`src/hw/rtl/cialu_pkg.sv`:
```
// Shared types and constants for the complex integer ALU.
// No dependencies.
`default_nettype none
package cialu_pkg;
  localparam int unsigned OperandWidth = 16;
  localparam int unsigned ResWidth = 33;

  typedef enum logic [1:0] {
    OpAdd = 2'd0,
    OpSub = 2'd1,
    OpMul = 2'd2,
    OpDiv = 2'd3
  } op_e;

  typedef enum logic {
    StatOk = 1'b0,
    StatDivZero = 1'b1
  } status_e;
endpackage
`default_nettype wire

```
`src/hw/rtl/cialu_front.sv`:
```
// Front end: accepts beats, forms products, numerators and divisor.
// Depends on cialu_pkg. One registered product stage.
`default_nettype none
module cialu_front #(
  parameter int unsigned OW = cialu_pkg::OperandWidth,
  localparam int unsigned PW = 2 * OW + 2
) (
  input  wire logic clk_i,
  input  wire logic rst_ni,
  input  wire logic in_valid_i,
  output logic in_ready_o,
  input  wire logic [1:0] op_i,
  input  wire logic signed [OW-1:0] a_re_i,
  input  wire logic signed [OW-1:0] a_im_i,
  input  wire logic signed [OW-1:0] b_re_i,
  input  wire logic signed [OW-1:0] b_im_i,
  output logic fe_valid_o,
  input  wire logic fe_ready_i,
  output logic [1:0] fe_op_o,
  output logic signed [PW-1:0] fe_x_o,
  output logic signed [PW-1:0] fe_y_o,
  output logic [PW-1:0] fe_den_o
);
  logic signed [OW-1:0] ar, ai, br, bi;
  logic signed [2*OW-1:0] p_rr, p_ii, p_ir, p_ri, p_bb, p_cc;
  logic [1:0] op_q;
  logic signed [2*OW-1:0] rr_q, ii_q, ir_q, ri_q, bb_q, cc_q;
  logic signed [OW:0] sre_q, sim_q;
  logic v_q;

  assign ar = a_re_i;
  assign ai = a_im_i;
  assign br = b_re_i;
  assign bi = b_im_i;
  assign p_rr = ar * br;
  assign p_ii = ai * bi;
  assign p_ir = ai * br;
  assign p_ri = ar * bi;
  assign p_bb = br * br;
  assign p_cc = bi * bi;

  assign in_ready_o = !v_q || fe_ready_i;

  always_ff @(posedge clk_i or negedge rst_ni) begin
    if (!rst_ni) begin
      v_q <= 1'b0;
    end else if (in_ready_o) begin
      v_q <= in_valid_i;
    end
  end

  always_ff @(posedge clk_i) begin
    if (in_ready_o && in_valid_i) begin
      op_q <= op_i;
      rr_q <= p_rr; ii_q <= p_ii; ir_q <= p_ir; ri_q <= p_ri;
      bb_q <= p_bb; cc_q <= p_cc;
      if (cialu_pkg::op_e'(op_i) == cialu_pkg::OpAdd) begin
        sre_q <= (OW+1)'(ar) + (OW+1)'(br);
        sim_q <= (OW+1)'(ai) + (OW+1)'(bi);
      end else begin
        sre_q <= (OW+1)'(ar) - (OW+1)'(br);
        sim_q <= (OW+1)'(ai) - (OW+1)'(bi);
      end
    end
  end

  always_comb begin
    fe_valid_o = v_q;
    fe_op_o = op_q;
    fe_den_o = PW'(unsigned'(bb_q)) + PW'(unsigned'(cc_q));
    case (cialu_pkg::op_e'(op_q))
      cialu_pkg::OpMul: begin
        fe_x_o = PW'(rr_q) - PW'(ii_q);
        fe_y_o = PW'(ir_q) + PW'(ri_q);
      end
      cialu_pkg::OpDiv: begin
        fe_x_o = PW'(rr_q) + PW'(ii_q);
        fe_y_o = PW'(ir_q) - PW'(ri_q);
      end
      default: begin
        fe_x_o = PW'(sre_q);
        fe_y_o = PW'(sim_q);
      end
    endcase
  end
endmodule
`default_nettype wire

```
`config.mk`:
```
export PLATFORM = sky130hd
export DESIGN_NAME = cialu_front
export DESIGN_NICKNAME = d
export VERILOG_FILES = /design/src/hw/rtl/cialu_pkg.sv /design/src/hw/rtl/cialu_front.sv
export SDC_FILE = /design/constraint.sdc
export NUM_CORES = 2
export LEC_CHECK = 0
export ABC_AREA = 1
export BUFFER_PORTS_ARGS = -buffer_cell sky130_fd_sc_hd__buf_4
export CAP_MARGIN = 20
export CORE_MARGIN = 2
export CORE_UTILIZATION = 31
export CTS_BUF_LIST = sky130_fd_sc_hd__clkbuf_16
export DETAILED_ROUTE_END_ITERATION = 10
export HOLD_SLACK_MARGIN = 0.15
export SLEW_MARGIN = 10
export SYNTH_ARGS = -nofsm -noshare
export SYNTH_HDL_FRONTEND = slang
export SYNTH_SLANG_ARGS = --single-unit
```
`constraint.sdc`:
```
create_clock -name clk_i -period 25.9 [get_ports clk_i]
set_input_delay 7.77 -clock clk_i [delete_from_list [all_inputs] [get_ports clk_i]]
set_output_delay 7.77 -clock clk_i [all_outputs]
set_load 0.01 [all_outputs]
```
==> results <==
- The required time of the critical path is 18.13 ns.
- STA classifies the critical path endpoint as a primary output.
- The largest driver fanout on the critical path is 2.
- After clock tree synthesis, the clock-pin slew on the worst setup and hold paths is 0.06 ns.
- The count of input and output buffers is 174.
- The synthesized area per cell is 7.92 sq um.
- The total of max-cap violations is 0.
- The worst setup path startpoint is fe_ready_i.
- The final critical-path required period is 15.97 ns.
- The synthesized netlist contains 57 unique library cells.
- Of the total synthesized cell area, the portion taken by XOR and XNOR cells is 0.0418.
- The dominant cell type by area after synthesis is fa_1.
- In this design, the stage delay of the slowest critical-path cell is 0.14 ns.
- The setup check on the worst reg-to-reg path leaves a slack of 22.85 ns.
- The final hold violation count was 0.
- The worst-case clock skew is 0.0123 ns.
- The number of antenna violations at the first check in global routing is 25.
- Relative to the synthesized area, the layout overhead comes to 7.27%.
- The share of post-route cells with drive strength above 1 is 0.0377.
- The average wire length per cell after detail routing is 17.7 microns.
- The cell type with the highest occurrence count on the critical path is buf_4.
- The via count of the first global-routing pass came to 62743.
- Once the clock tree was built, the resizer swapped 0 gates to a different size.
- For this run, the detailed router's first-pass iteration total came to 7.
- The first global-routing pass estimated 366 mm of wire.
- The final core utilization is 0.334.
- The capture point of the worst reg-to-reg path is bb_q[14].
- The finished cells cover 83000 sq um.
- The half-perimeter wire length after placement is 186 mm.
- The total track usage is 0.187.
- The count of nets after finishing is 11935.
- For the pin with the worst max-slew slack, the measured transition is 0.995 ns.
- Setup repair after global routing left no endpoint under its margin.
- The final setup slack of the worst path is 9.93 ns.
- Of the total synthesized cell area, the portion taken by full adders, half adders and majority gates is 0.497.
- The area of the die is 254000 sq um.
- In the layout the commonest cells are 2722 x inv_1, 2209 x nand2_1, 1518 x fa_1.
- Of the total synthesized cell area, the portion taken by AND, OR, NAND and NOR gates is 0.168.
- Counting flops with an async set or reset pin after synthesis yields a share of 0.00441.
- From bottom edge to top edge, the die measures 504 microns.
- The fraction of the mapped netlist area in compound gates is 0.0574.
- The last element of the critical path is in_ready_o.
- The critical path data arrival time is 8.20 ns.
- The critical path in this run is classified as input pin to primary output.
- The clock tree from TritonCTS is built.
- The largest net degree at the start of global routing is 145.
- The worst register-to-register path has a depth of 3.
- The slowest stage of the critical path is the buf_4 cell.
- The count of standard-cell rows is 183.
- The maximum operating frequency is 62.6 MHz.
- The run finished with clean final reports.
- The floorplan step set the die width to 504 microns.
- The synthesized design contains 226 enable-type register cells.
- The number of DRC markers after the initial detailed-route iteration is 4555.
- The tree is rooted in a clkbuf_16.
- The final wirelength is 232 mm.
- The netlist area before placement is 77400 sq um.
- The dominant combinational cell family by area after synthesis is adder cells.
- Counting every net in the synthesized netlist gives 11998.
- The count of buffers added by post-CTS timing repair for setup is 0.
- The worst register-to-register path begins at fe_valid_o.
- Setup violations remaining at the end of the flow were counted as 0.
- The number of vias in the routed layout is 60642.
- The critical path goes through buf_4, inv_1, nand2_1, buf_4.
- OpenSTA, run right after detailed placement, puts the worst setup slack at 9.93 ns.
- The kind of launch point of the worst setup path is an input pin.
- The DRC violations left is 0.
- The maximum buffer depth of the clock tree is 3.
- The number of sinks on the clock net is 227.
- The most common cell after layout, fill and taps aside is inv_1.
- The source of the worst hold timing path is fe_valid_o.
- By area the synthesized netlist is led by fa_1 39%, inv_1 13%, nand2_1 11%, ha_1 10%, edfxtp_1 8.8%.
- Headroom to the max-slew limit came out at 0.334.
- The Yosys step of the flow raised 0 warnings.
- The setup TNS after final layout is 0 ns.
- Counting every instance in the synthesized netlist gives 9764.
- The total overflow reported by the global router is 0.
- The count of hold buffers inserted by post-cts repair is 0.
- Of the synthesized area, sequential elements account for 0.0881.
- Pin placement for this block handled 176 I/O pins.
- The tightest min-delay check is of the register to register type.
- The share of synthesized area in the top cell type comes to 0.393.
- In this run the number of H-tree levels came out at 1.
- The multiplexer area fraction after synthesis is 0.
- The weighted congestion reported at the end of routability-driven placement is 0.938.
- In the finished design, the share of the clock period the worst path needs comes to 0.617.
- The total area inside the core boundary comes to 248000 sq um.
- The number of nets with antenna violations after detailed routing is 0.
- The max-slew violation count is 0.
- After synthesis the netlist holds a flip-flop and latch count of 227.
- The average vias per placed instance is 4.64.
- The later-pin clock latency in the skew report is 0.63 ns.
- Once placement finished, the instance area stood at 81900 sq um.
- The number of clock buffers inserted by TritonCTS is 30.
- The primary flip-flop cell chosen by synthesis mapping is edfxtp_1.
- The effective utilization at floorplan is 0.311.
==> synthesized netlist by cell type, drive strengths merged, types with 5 or more instances <==
master / number
nand4: 47
a31oi: 18
nand3: 290
edfxtp: 226
nor4: 23
o21bai: 45
or2: 31
a21o: 53
o211ai: 11
nand3b: 9
o31ai: 16
buf: 93
o21ai: 234
nand2: 2219
inv: 2729
a21oi: 345
fa: 1518
clkbuf: 205
nor2: 504
xnor2: 121
xor2: 248
o21a: 19
a21boi: 16
nor3: 78
a31o: 5
ha: 646
==> stage by stage <==
step / cells / hold WS (ns)
3_3_place_gp: 12999 / 0.600
5_1_grt: 13061 / 0.626
4_1_cts: 13055 / 0.602
6_report: 13065 / 0.596
3_5_place_dp: 12999 / 0.586
2_1_floorplan: 9764 / 0.609
==> final cells by class <==
type | count | area [sq um]
clock inverters | 26 | 278
inverters | 2731 | 10300
clock buffers | 30 | 751
multi-input cells | 6508 | 59200
repair buffers | 203 | 1540
flip-flops and latches | 227 | 6810
well taps | 3330 | 4170
diodes | 10 | 25.0
fillers | 26501 | 165000
==> flip-flops by register name (all words and copies together), names as in the netlist <==
register    flops
rr_q           32
sim_q          17
bb_q           31
fe_valid_o      1
ii_q           32
sre_q          17
cc_q           31
ir_q           32
ri_q           32
fe_op_o         2
==> worst max-delay path, delay by kind of cell <==
family / cells / cell delay, ns
and+or+nand+nor: 1 / 0.08
buffers and inverters: 3 / 0.34
==> worst min-delay path by stage <==
| stage | end | slack [ns] | cells after the start |
|---|---|---|---|
| global placement | fe_valid_o | 0.60 | 2 |
| CTS | fe_valid_o | 0.60 | 2 |
| global route | fe_valid_o | 0.63 | 2 |
| floorplan | fe_valid_o | 0.61 | 2 |
| finish | fe_valid_o | 0.60 | 2 |
| detailed placement | fe_valid_o | 0.59 | 2 |
==> routing by layer <==
metal  up-vias  wire (microns)  GRT usage
met3       291           16700     0.0250
met2      1914          104000      0.299
met5         -             121          0
met1     29880          105000      0.265
li1      28537               -          -
met4        20            6210     0.0461
==> cells by family after synthesis <==
| group | Yosys count |
|---|---|
| simple gates | 3205 |
| buf+inv | 3029 |
| fa+ha+maj | 2164 |
| compound gates | 769 |
| xor+xnor | 369 |
| flops | 227 |
| other cells | 1 |
Power is left out: the tool's default activity adds up to more than one toggle a clock period on the data nets, which glitch-free logic cannot reach.
