## src/hw/rtl/cialu_queue.sv

```systemverilog
// Two-entry FIFO decoupling front and back ends.
// No dependencies.
`default_nettype none
module cialu_queue #(
  parameter int unsigned W = 8
) (
  input  wire logic clk_i,
  input  wire logic rst_ni,
  input  wire logic in_valid_i,
  output logic in_ready_o,
  input  wire logic [W-1:0] in_data_i,
  output logic out_valid_o,
  input  wire logic out_ready_i,
  output logic [W-1:0] out_data_o
);
  logic [W-1:0] mem_q [2];
  logic wp_q, rp_q;
  logic [1:0] cnt_q;
  logic push, pop;

  assign in_ready_o = cnt_q != 2'd2;
  assign out_valid_o = cnt_q != 2'd0;
  assign out_data_o = mem_q[rp_q];
  assign push = in_valid_i && in_ready_o;
  assign pop = out_valid_o && out_ready_i;

  always_ff @(posedge clk_i or negedge rst_ni) begin
    if (!rst_ni) begin
      wp_q <= 1'b0;
      rp_q <= 1'b0;
      cnt_q <= 2'd0;
    end else begin
      if (push) wp_q <= !wp_q;
      if (pop) rp_q <= !rp_q;
      cnt_q <= cnt_q + 2'(push) - 2'(pop);
    end
  end

  always_ff @(posedge clk_i) begin
    if (push) mem_q[wp_q] <= in_data_i;
  end

  assert property (@(posedge clk_i) disable iff (!rst_ni) cnt_q <= 2'd2)
    else $error("queue count overflow");
  assert property (@(posedge clk_i) disable iff (!rst_ni)
    (cnt_q == 2'd0) |-> !pop) else $error("pop from empty queue");
  assert property (@(posedge clk_i) disable iff (!rst_ni)
    (push && !pop) |=> cnt_q == $past(cnt_q) + 2'd1)
    else $error("queue count slip");
endmodule
`default_nettype wire

```

## config.mk

```make
export PLATFORM = sky130hd
export DESIGN_NAME = cialu_queue
export DESIGN_NICKNAME = d
export VERILOG_FILES = /design/src/hw/rtl/cialu_queue.sv
export SDC_FILE = /design/constraint.sdc
export NUM_CORES = 1
export LEC_CHECK = 0
export BUFFER_PORTS_ARGS = -buffer_cell sky130_fd_sc_hd__buf_2
export CAP_MARGIN = 10
export CORE_MARGIN = 2
export CORE_UTILIZATION = 40
export DETAILED_ROUTE_END_ITERATION = 6
export GPL_TIMING_DRIVEN = 0
export PLACE_DENSITY = 0.73
export SLEW_MARGIN = 20
export SYNTH_ARGS = -nofsm -noshare
export SYNTH_HDL_FRONTEND = slang
export SYNTH_SLANG_ARGS = --single-unit
```

## constraint.sdc

```tcl
create_clock -name clk_i -period 2.8 [get_ports clk_i]
set_input_delay 0.28 -clock clk_i [delete_from_list [all_inputs] [get_ports clk_i]]
set_output_delay 0.28 -clock clk_i [all_outputs]
set_load 0.01 [all_outputs]
```

==> impl_metrics.env, run 1 <==
export IMPL_grt_max_degree=13
export IMPL_crit_path_start_kind="flip-flop"
export IMPL_hold_viol=0
export IMPL_cts_setup_buffers=0
export IMPL_synth_edf_count=16
export IMPL_drc_errors=0
export IMPL_dr_total_vias=479
export IMPL_irDropWorstVdd_v=0.000480
export IMPL_routed_wirelength_um=1220
export IMPL_synthesis_nets=60
export IMPL_tightestPinTransition_ns=0.652
export IMPL_critical_path_top_delay_family="buffers and inverters"
export IMPL_grt_setup_unrepaired="false"
export IMPL_use_met3_pct=3.07
export IMPL_vias_per_cell=4.79
export IMPL_clk_pin_slew_ns=0.11
export IMPL_yosysTopAreaCell="edfxtp_1"
export IMPL_maxSlewViolCount=0
export IMPL_fp_dieH_um=49.0
export IMPL_cts_max_level=1
export IMPL_syn_area_sq_um=810
export IMPL_root_buffer="clkbuf_4"
export IMPL_met2_usage_pct=19.6
export IMPL_cts_buffers=3
export IMPL_grt_busiest_layer="met2"
export IMPL_grt_pass1_vias=488
export IMPL_status="completed"
export IMPL_overflow=0
export IMPL_drtIter0Drc=3
export IMPL_synthTopCellsByCount="16 x edfxtp_1, 8 x mux2_2, 4 x dfrtp_1"
export IMPL_dr_pass1_iters=3
export IMPL_min_path_type="in2reg"
export IMPL_period_minus_slack_ns=1.65
export IMPL_core_sq_mm=0.00194
export IMPL_synth_area_leaders="edfxtp_1 59%, dfrtp_1 12%, mux2_2 11%"
export IMPL_finalSetupViolations=0
export IMPL_grtUsageMet1_pct=13.7
export IMPL_synth_cell_type_count=17
export IMPL_cap_violations=0
export IMPL_grt_pass1_wl_um=2120
export IMPL_whs_ns=0.156
export IMPL_drive_gt1_share_pct=49.3
export IMPL_syn_area_per_cell_sq_um=17.2
export IMPL_post_route_period_util_pct=59.0
export IMPL_worstSetupPathType="reg2out"
export IMPL_crit_path_max_incr_delay_ns=0.36
export IMPL_start_util_pct=41.7
export IMPL_area_delta_synth_final_pct=24.9
export IMPL_slew_headroom_pct=56.4
export IMPL_finalClockSkew_ns=0.00733
export IMPL_rows=16
export IMPL_endpoint_kind="output port"
export IMPL_synth_seq_cells=20
export IMPL_hpwlAfterDp_um=891
export IMPL_gp_congestion=0.734
export IMPL_yosysTopAreaCellShare_pct=59.4
export IMPL_clock_path_buffers=2
export IMPL_synth_cells=47
export IMPL_tns_ns=0
export IMPL_yosys_warnings=0
export IMPL_path_buf_inv=2
export IMPL_io_buffer_count=21
export IMPL_synth_flop_cell="edfxtp_1"
export IMPL_antenna_cells=0
export IMPL_io_pins=22
export IMPL_ant_nets=0
export IMPL_synth_seq_area_share_pct=71.7
export IMPL_required_ns=2.52
export IMPL_track_usage_pct=12.0
export IMPL_pwr_density_cell_mw_per_mm2=1020
export IMPL_final_util_pct=52.1
export IMPL_max_freq_mhz=606
export IMPL_async_reset_ff_share_pct=20.0
export IMPL_cpMostUsedCell="buf_2"
export IMPL_worstPathArrival_ns=1.37
export IMPL_p_leak_uw=0.000401
export IMPL_antenna_found_initial=0
export IMPL_crit_fanout=9
export IMPL_cts_resized_gates=0
export IMPL_routedWlPerCell_um=12.2
export IMPL_fin_total_pwr_uw=1030
export IMPL_crit_slowest_cell="mux2_2"
export IMPL_path_cells="buf_2, mux2_2, buf_2"
export IMPL_yosysMostFrequentCell="edfxtp_1"
export IMPL_cts_sinks=20
export IMPL_cts_tree="yes"
export IMPL_dieArea_sq_mm=0.00240
export IMPL_die_w_um=49.0
export IMPL_insertion_delay_ns=0.30
export IMPL_finalNetCount=87
[worst paths after layout]
kind | start | to | slack, ns | cells past startpoint
worst max-delay path | rp_q | out_data_o[0] | 1.15 | 3
min in group asynchronous | rst_ni | rp_q | 0.29 | 2
max in group asynchronous | rst_ni | wp_q | 2.38 | 2
worst min register to register | wp_q | wp_q | 0.51 | 1
worst max register to register | cnt_q[0] | mem_q[0][5] | 1.22 | 3
worst min-delay path | in_data_i[4] | mem_q[0][4] | 0.16 | 1
[cells in the final DEF (no fill, tap or decap), drive strengths merged]
| cell type | n |
|---|---|
| a311oi | 1 |
| and3 | 1 |
| buf | 22 |
| bufinv | 1 |
| clkbuf | 3 |
| dfrtp | 4 |
| dlygate4sd3 | 1 |
| edfxtp | 16 |
| ha | 1 |
| mux2 | 8 |
| nand2 | 2 |
| nand2b | 1 |
| nand3 | 1 |
| nor2 | 3 |
| nor2b | 1 |
| nor4bb | 1 |
| o21ai | 1 |
| o21ba | 1 |
| or2 | 1 |
| xnor2 | 3 |
[sequential cells by signal (all words and copies together), names as in the netlist]
register and cells:
mem_q 16, cnt_q 2, rp_q 1, wp_q 1
[kinds of logic (layout without fill, tap and decap cells)]
| family | Yosys count | in the layout | share of synthesized area [%] |
|---|---|---|---|
| and+or+nand+nor | 11 | 11 | 8.04 |
| DFF | 20 | 20 | 71.7 |
| buffers and inverters | 1 | 27 | 0.618 |
| muxes | 8 | 8 | 11.1 |
| adders and majority gates | 1 | 1 | 1.55 |
| AOI/OAI and AO/OA | 3 | 3 | 3.71 |
| xor gates and xnor gates | 3 | 3 | 3.25 |
[final cells by class]
cell class	count	area [sq um]
fillers	177	931
flip-flops and latches	20	581
multi-input cells	26	224
repair buffers	22	115
well taps	27	33.8
clock inverters	1	30.0
clock buffers	3	22.5
plain buffers	1	5.00
[where the power goes]
group / internal [uW] / switching (uW) / leakage, uW
clock network: 145 / 87.3 / 0.0000279
logic: 173 / 164 / 0.000177
registers: 415 / 43.5 / 0.000196
total: 733 / 295 / 0.000401
[metal layers]
layer,vias up,share of wire [%]
li1,227,-
met1,233,41
met2,14,51
met3,5,4.9
met4,0,3.0
met5,-,0
[repair_timing]
item	CTS	global route
hold endpoints to repair	4	0
setup endpoints to repair	0	0
hold buffers	1	0
[stage by stage]
step	instance area [sq um]	std cells	worst slack (ns)
global route	1010	100	1.05
CTS	1010	100	1.13
finish	1010	100	1.15
detailed placement	948	95	1.19
floorplan	810	47	1.36
global placement	948	95	1.21
Note: power is estimated with default switching activity, not from simulation.
==> inputs of run 2 (changes only) <==
- clock period: 2.8 -> 1.7 ns (I/O delays scaled with it)
==> run 2 against run 1 <==
Via count down 0.21%; first-iteration DRC count unchanged; utilization up 0.13 points; combinational power up 66%; total power up 65%; sequential share of layout area down 0.14 points; largest power group unchanged; clock power up 65%; global-route usage unchanged; highest routed layer unchanged; hold slack worse by 0.11 ns; setup slack worse by 0.99 ns.
==> impl_metrics.env, run 2 (same netlist as run 1, synthesis figures left out) <==
export IMPL_status="completed"
export IMPL_cts_sinks=20
export IMPL_required_ns=1.53
export IMPL_reg2reg_from="cnt_q[0]"
export IMPL_area_delta_synth_final_pct=25.2
export IMPL_final_cell_mix="22 x buf_2, 16 x edfxtp_1, 8 x mux2_2"
export IMPL_hold_viol=0
export IMPL_start_util_pct=41.7
export IMPL_ff2ff_setup_slack_ns=0.31
export IMPL_regMostFlops="mem_q"
export IMPL_top_regs="mem_q (16), cnt_q (2)"
export IMPL_final_util_pct=52.2
export IMPL_clk_pin_slew_ns=0.11
export IMPL_antenna_cells=0
export IMPL_dr_pass1_iters=3
export IMPL_routedWlPerCell_um=12.1
export IMPL_antenna_found_initial=0
export IMPL_pwr_density_cell_mw_per_mm2=1670
export IMPL_dieArea_sq_mm=0.00240
export IMPL_crit_fanout=9
export IMPL_cap_violations=0
export IMPL_finalNetCount=87
export IMPL_period_minus_slack_ns=1.54
export IMPL_fin_total_pwr_uw=1700
export IMPL_tightestPinTransition_ns=0.413
export IMPL_track_usage_pct=12.0
export IMPL_vias_per_cell=4.78
export IMPL_grt_setup_unrepaired="false"
export IMPL_grt_pass1_vias=488
export IMPL_min_path_type="in2reg"
export IMPL_fp_dieH_um=49.0
export IMPL_finalSetupViolations=0
export IMPL_crit_path_end="out_data_o[0]"
export IMPL_core_sq_mm=0.00194
export IMPL_crit_slowest_cell="mux2_2"
export IMPL_worstPathArrival_ns=1.37
export IMPL_rows=16
export IMPL_post_route_period_util_pct=90.8
export IMPL_drive_gt1_share_pct=50.7
export IMPL_grt_pass1_wl_um=2120
export IMPL_overflow=0
export IMPL_insertion_delay_ns=0.30
export IMPL_maxSlewViolCount=0
export IMPL_worstSetupPathType="reg2out"
export IMPL_gp_congestion=0.734
export IMPL_endpoint_kind="output port"
export IMPL_largest_reg_flops=16
export IMPL_grt_max_degree=13
export IMPL_root_buffer="clkbuf_4"
export IMPL_hpwlAfterDp_um=891
export IMPL_cts_tree="yes"
export IMPL_ant_nets=0
export IMPL_finalClockSkew_ns=0.00806
export IMPL_cts_max_level=1
export IMPL_clock_path_buffers=2
export IMPL_drc_errors=0
export IMPL_tns_ns=0
export IMPL_rr_endpoint="mem_q[0][1]"
export IMPL_die_w_um=49.0
export IMPL_cpMostUsedCell="buf_2"
export IMPL_drtIter0Drc=3
export IMPL_path_cells="buf_2, mux2_2, buf_2"
export IMPL_reg2reg_depth=3
export IMPL_io_buffer_count=21
export IMPL_crit_path_max_incr_delay_ns=0.36
export IMPL_critPathLaunch="rp_q"
export IMPL_p_leak_uw=0.000401
export IMPL_slew_headroom_pct=72.4
export IMPL_max_freq_mhz=648
export IMPL_io_pins=22
export IMPL_crit_path_start_kind="flip-flop"
export IMPL_final_common_cell="buf_2"
export IMPL_routed_wirelength_um=1210
export IMPL_dr_total_vias=478
export IMPL_cts_buffers=3
export IMPL_irDropWorstVdd_v=0.000792
export IMPL_fillers=180
run 2: power by group:
part | switching (uW) | internal, uW
clock network | 144 | 238
logic | 271 | 287
registers | 73.5 | 683
run 2: worst min-delay path by stage:
stage          depth (start not counted)     endpoint         start  slack, ns
6_report                               1  mem_q[0][4]  in_data_i[4]       0.05
5_1_grt                                1  mem_q[1][6]  in_data_i[6]       0.04
4_1_cts                                1  mem_q[0][2]  in_data_i[2]       0.04
3_5_place_dp                           1     cnt_q[0]        rst_ni      -0.02
3_3_place_gp                           1     cnt_q[0]        rst_ni      -0.02
2_1_floorplan                          0     cnt_q[0]        rst_ni      -0.13
run 2: routing by layer:
metal | wire, um | global-route usage (%)
met2 | 616 | 19.6
met4 | 37 | 8.57
met1 | 495 | 13.7
met3 | 60 | 3.07
met5 | 0 | 0
run 2: cell type report:
| type | instances | area, sq um | area share (%) |
|---|---|---|---|
| sequential | 20 | 581 | 57.3 |
| multi-input combinational | 26 | 226 | 22.3 |
| timing repair buffer | 22 | 115 | 11.4 |
| tap | 27 | 33.8 | 3.33 |
| clock inverter | 1 | 30.0 | 2.96 |
| clock buffer | 3 | 22.5 | 2.22 |
| buffer | 1 | 5.00 | 0.494 |
run 2: critical path: cells and delay by family, from the launching register on:
| kind | cells | cell delay [ns] |
|---|---|---|
| buf+inv | 2 | 0.37 |
| mux | 1 | 0.36 |
| flops | 1 | 0.34 |
run 2: stage by stage:
stage | hold WS [ns] | area (sq um) | setup WS [ns] | instances
floorplan | -0.126 | 810 | 0.257 | 47
global placement | -0.0222 | 948 | 0.113 | 95
detailed placement | -0.0207 | 948 | 0.0900 | 95
CTS | 0.0413 | 1010 | 0.0847 | 100
global route | 0.0370 | 1010 | 0.0722 | 100
finish | 0.0459 | 1010 | 0.157 | 100
run 2: timing repair:
item / in CTS / in global routing
hold endpoints to repair: 4 / 0
hold buffers: 1 / 0
setup buffers: 0 / 0
gates resized for setup: 0 / 1
endpoints found under the setup margin: 0 / 8
==> inputs of run 3 (changes only) <==
- ABC_AREA: unset -> 1
- PLACE_DENSITY: 0.73 -> 0.72
- SLEW_MARGIN: 20 -> 30
==> run 3 against run 2 <==
Cell area shrank 1.6%; hold slack improved by 0.017 ns; global-route usage up 1.3 points; sequential power is 2% lower; critical path type is now reg2reg.
==> impl_metrics.env, run 3 <==
export IMPL_clock_path_buffers=2
export IMPL_grt_pass1_vias=560
export IMPL_yosysTopAreaCellShare_pct=58.4
export IMPL_max_freq_mhz=643
export IMPL_min_path_cells=1
export IMPL_required_ns=1.63
export IMPL_die_w_um=49.3
export IMPL_endpoint_kind="flip-flop"
export IMPL_track_usage_pct=13.3
export IMPL_syn_area_sq_um=822
export IMPL_root_buffer="clkbuf_4"
export IMPL_grt_setup_unrepaired="false"
export IMPL_core_sq_mm=0.00194
export IMPL_status="completed"
export IMPL_irDropWorstVdd_v=0.000821
export IMPL_finalSetupViolations=0
export IMPL_fin_total_pwr_uw=1600
export IMPL_io_pins=22
export IMPL_final_common_cell="nand2_1"
export IMPL_dp_cells=121
export IMPL_fillers=184
export IMPL_area_delta_synth_final_pct=21.3
export IMPL_crit_path_max_incr_delay_ns=0.53
export IMPL_p_leak_uw=0.000466
export IMPL_pwr_density_cell_mw_per_mm2=1610
export IMPL_slew_headroom_pct=53.9
export IMPL_path_cells="nand2_2, nand2_4, nor2_1"
export IMPL_drc_errors=0
export IMPL_synthesis_nets=86
export IMPL_antenna_found_initial=0
export IMPL_grt_max_degree=12
export IMPL_antenna_cells=0
export IMPL_start_util_pct=42.3
export IMPL_ff2ff_setup_slack_ns=0.15
export IMPL_synth_edf_count=16
export IMPL_crit_slowest_cell="nor2_1"
export IMPL_finalNetCount=113
export IMPL_synthTopCellsByCount="29 x nand2_1, 16 x edfxtp_1, 6 x inv_1"
export IMPL_min_path_type="in2reg"
export IMPL_tightestPinTransition_ns=0.689
export IMPL_synth_seq_area_share_pct=70.6
export IMPL_cap_violations=0
export IMPL_async_reset_ff_share_pct=20.0
export IMPL_reg2reg_from="cnt_q[1]"
export IMPL_ant_nets=0
export IMPL_crit_path_start_kind="flip-flop"
export IMPL_final_util_pct=51.4
export IMPL_cts_max_level=1
export IMPL_worstSetupPathType="reg2reg"
export IMPL_reg2reg_depth=3
export IMPL_clk_pin_slew_ns=0.11
export IMPL_synth_cells=73
export IMPL_yosys_warnings=0
export IMPL_min_to="mem_q[0][0]"
export IMPL_crit_fanout=8
export IMPL_maxSlewViolCount=0
export IMPL_rr_endpoint="mem_q[0][1]"
export IMPL_largest_reg_flops=16
export IMPL_synth_flop_cell="edfxtp_1"
export IMPL_hpwlAfterDp_um=942
export IMPL_design_area_sq_um=997
export IMPL_io_buffer_count=21
export IMPL_hold_viol=0
export IMPL_rows=16
export IMPL_synth_seq_cells=20
export IMPL_final_cell_mix="29 x nand2_1, 22 x buf_2, 16 x edfxtp_1"
export IMPL_overflow=0
export IMPL_worstPathArrival_ns=1.49
export IMPL_yosysMostFrequentCell="nand2_1"
export IMPL_tns_ns=0
export IMPL_synth_area_leaders="edfxtp_1 58%, nand2_1 13%, dfrtp_1 12%"
export IMPL_drtIter0Drc=18
export IMPL_fp_dieH_um=49.3
export IMPL_dr_total_vias=538
export IMPL_drive_gt1_share_pct=34.3
export IMPL_gp_congestion=0.769
export IMPL_cts_sinks=20
export IMPL_yosysTopAreaCell="edfxtp_1"
export IMPL_regMostFlops="mem_q"
export IMPL_vias_per_cell=4.27
export IMPL_routed_wirelength_um=1340
export IMPL_insertion_delay_ns=0.29
export IMPL_synth_cell_type_count=15
export IMPL_routedWlPerCell_um=10.6
export IMPL_finalClockSkew_ns=0.00549
export IMPL_place_area_sq_um=961
export IMPL_cts_buffers=3
export IMPL_fin_cells=126
export IMPL_post_route_period_util_pct=91.5
export IMPL_period_minus_slack_ns=1.55
export IMPL_min_from="in_data_i[0]"
export IMPL_top_regs="mem_q (16), cnt_q (2)"
export IMPL_grt_pass1_wl_um=2390
export IMPL_syn_area_per_cell_sq_um=11.3
export IMPL_dieArea_sq_mm=0.00243
export IMPL_cts_tree="yes"
export IMPL_dr_pass1_iters=4
==> run 3: cell types whose count changed in the layout (fill, tap and decap cells not counted), sizes merged, moves of 2 or more <==
| cell | before | now |
|---|---|---|
| nor2 | 3 | 5 |
| mux2 | 8 | 0 |
| xnor2 | 3 | 0 |
| inv | 0 | 8 |
| nand2 | 2 | 33 |
==> run 3: worst max path at each step <==
stage / from / to / slack, ns / depth (start not counted)
CTS: cnt_q[1] / mem_q[0][3] / 0.14 / 3
detailed placement: cnt_q[1] / mem_q[0][1] / 0.16 / 3
global route: cnt_q[1] / mem_q[0][0] / 0.05 / 3
finish: cnt_q[1] / mem_q[0][1] / 0.15 / 3
global placement: cnt_q[1] / mem_q[0][5] / 0.15 / 3
floorplan: cnt_q[1] / mem_q[0][0] / 0.34 / 3
==> run 3: cell type report <==
class                   count  area [sq um]  area share [%]
well taps                  27          33.8            3.39
plain buffers               1          5.00           0.502
repair buffers             22           115            11.5
multi-input cells          44           206            20.7
flip-flops and latches     20           581            58.2
inverters                   8          30.0            3.01
clock inverters             1          3.75           0.376
clock buffers               3          22.5            2.26
==> run 3: critical path: cells and delay by family (launching register included) <==
| kind | cells | cell delay (ns) |
|---|---|---|
| DFF | 1 | 0.45 |
| and+or+nand+nor | 3 | 0.74 |
==> run 3: kinds of logic after synthesis <==
| logic type | Yosys count | synth area share [%] |
|---|---|---|
| simple gates | 40 | 21.3 |
| fa+ha+maj | 1 | 1.52 |
| compound gates | 2 | 1.22 |
| buf+inv | 9 | 4.26 |
| flops | 20 | 70.6 |
| xor+xnor | 1 | 1.07 |
==> run 3: timing repair <==
item	CTS	global route
hold buffers	1	0
buffers inserted	0	0
resized for setup	0	0
endpoints found under the hold margin	4	0
==> run 3: per-stage QoR <==
| stage | hold slack, ns | worst slack, ns |
|---|---|---|
| 4_1_cts | 0.0534 | 0.138 |
| 5_1_grt | 0.0417 | 0.0458 |
| 2_1_floorplan | -0.126 | 0.336 |
| 6_report | 0.0633 | 0.145 |
| 3_5_place_dp | -0.0155 | 0.160 |
| 3_3_place_gp | -0.0177 | 0.152 |
==> run 3: power breakdown <==
group / switching (uW) / internal [uW]
Sequential: 59.6 / 682
Clock: 136 / 85.3
Combinational: 411 / 230
Total: 606 / 997
==> run 3: per-layer routing <==
metal  GRT usage (%)  up-vias  part of all wire [%]
met4            5.71        0                     0
li1                -      284                     -
met3            3.68        0                   6.0
met2            22.5       17                    52
met5               0        -                     0
met1            15.7      237                    42
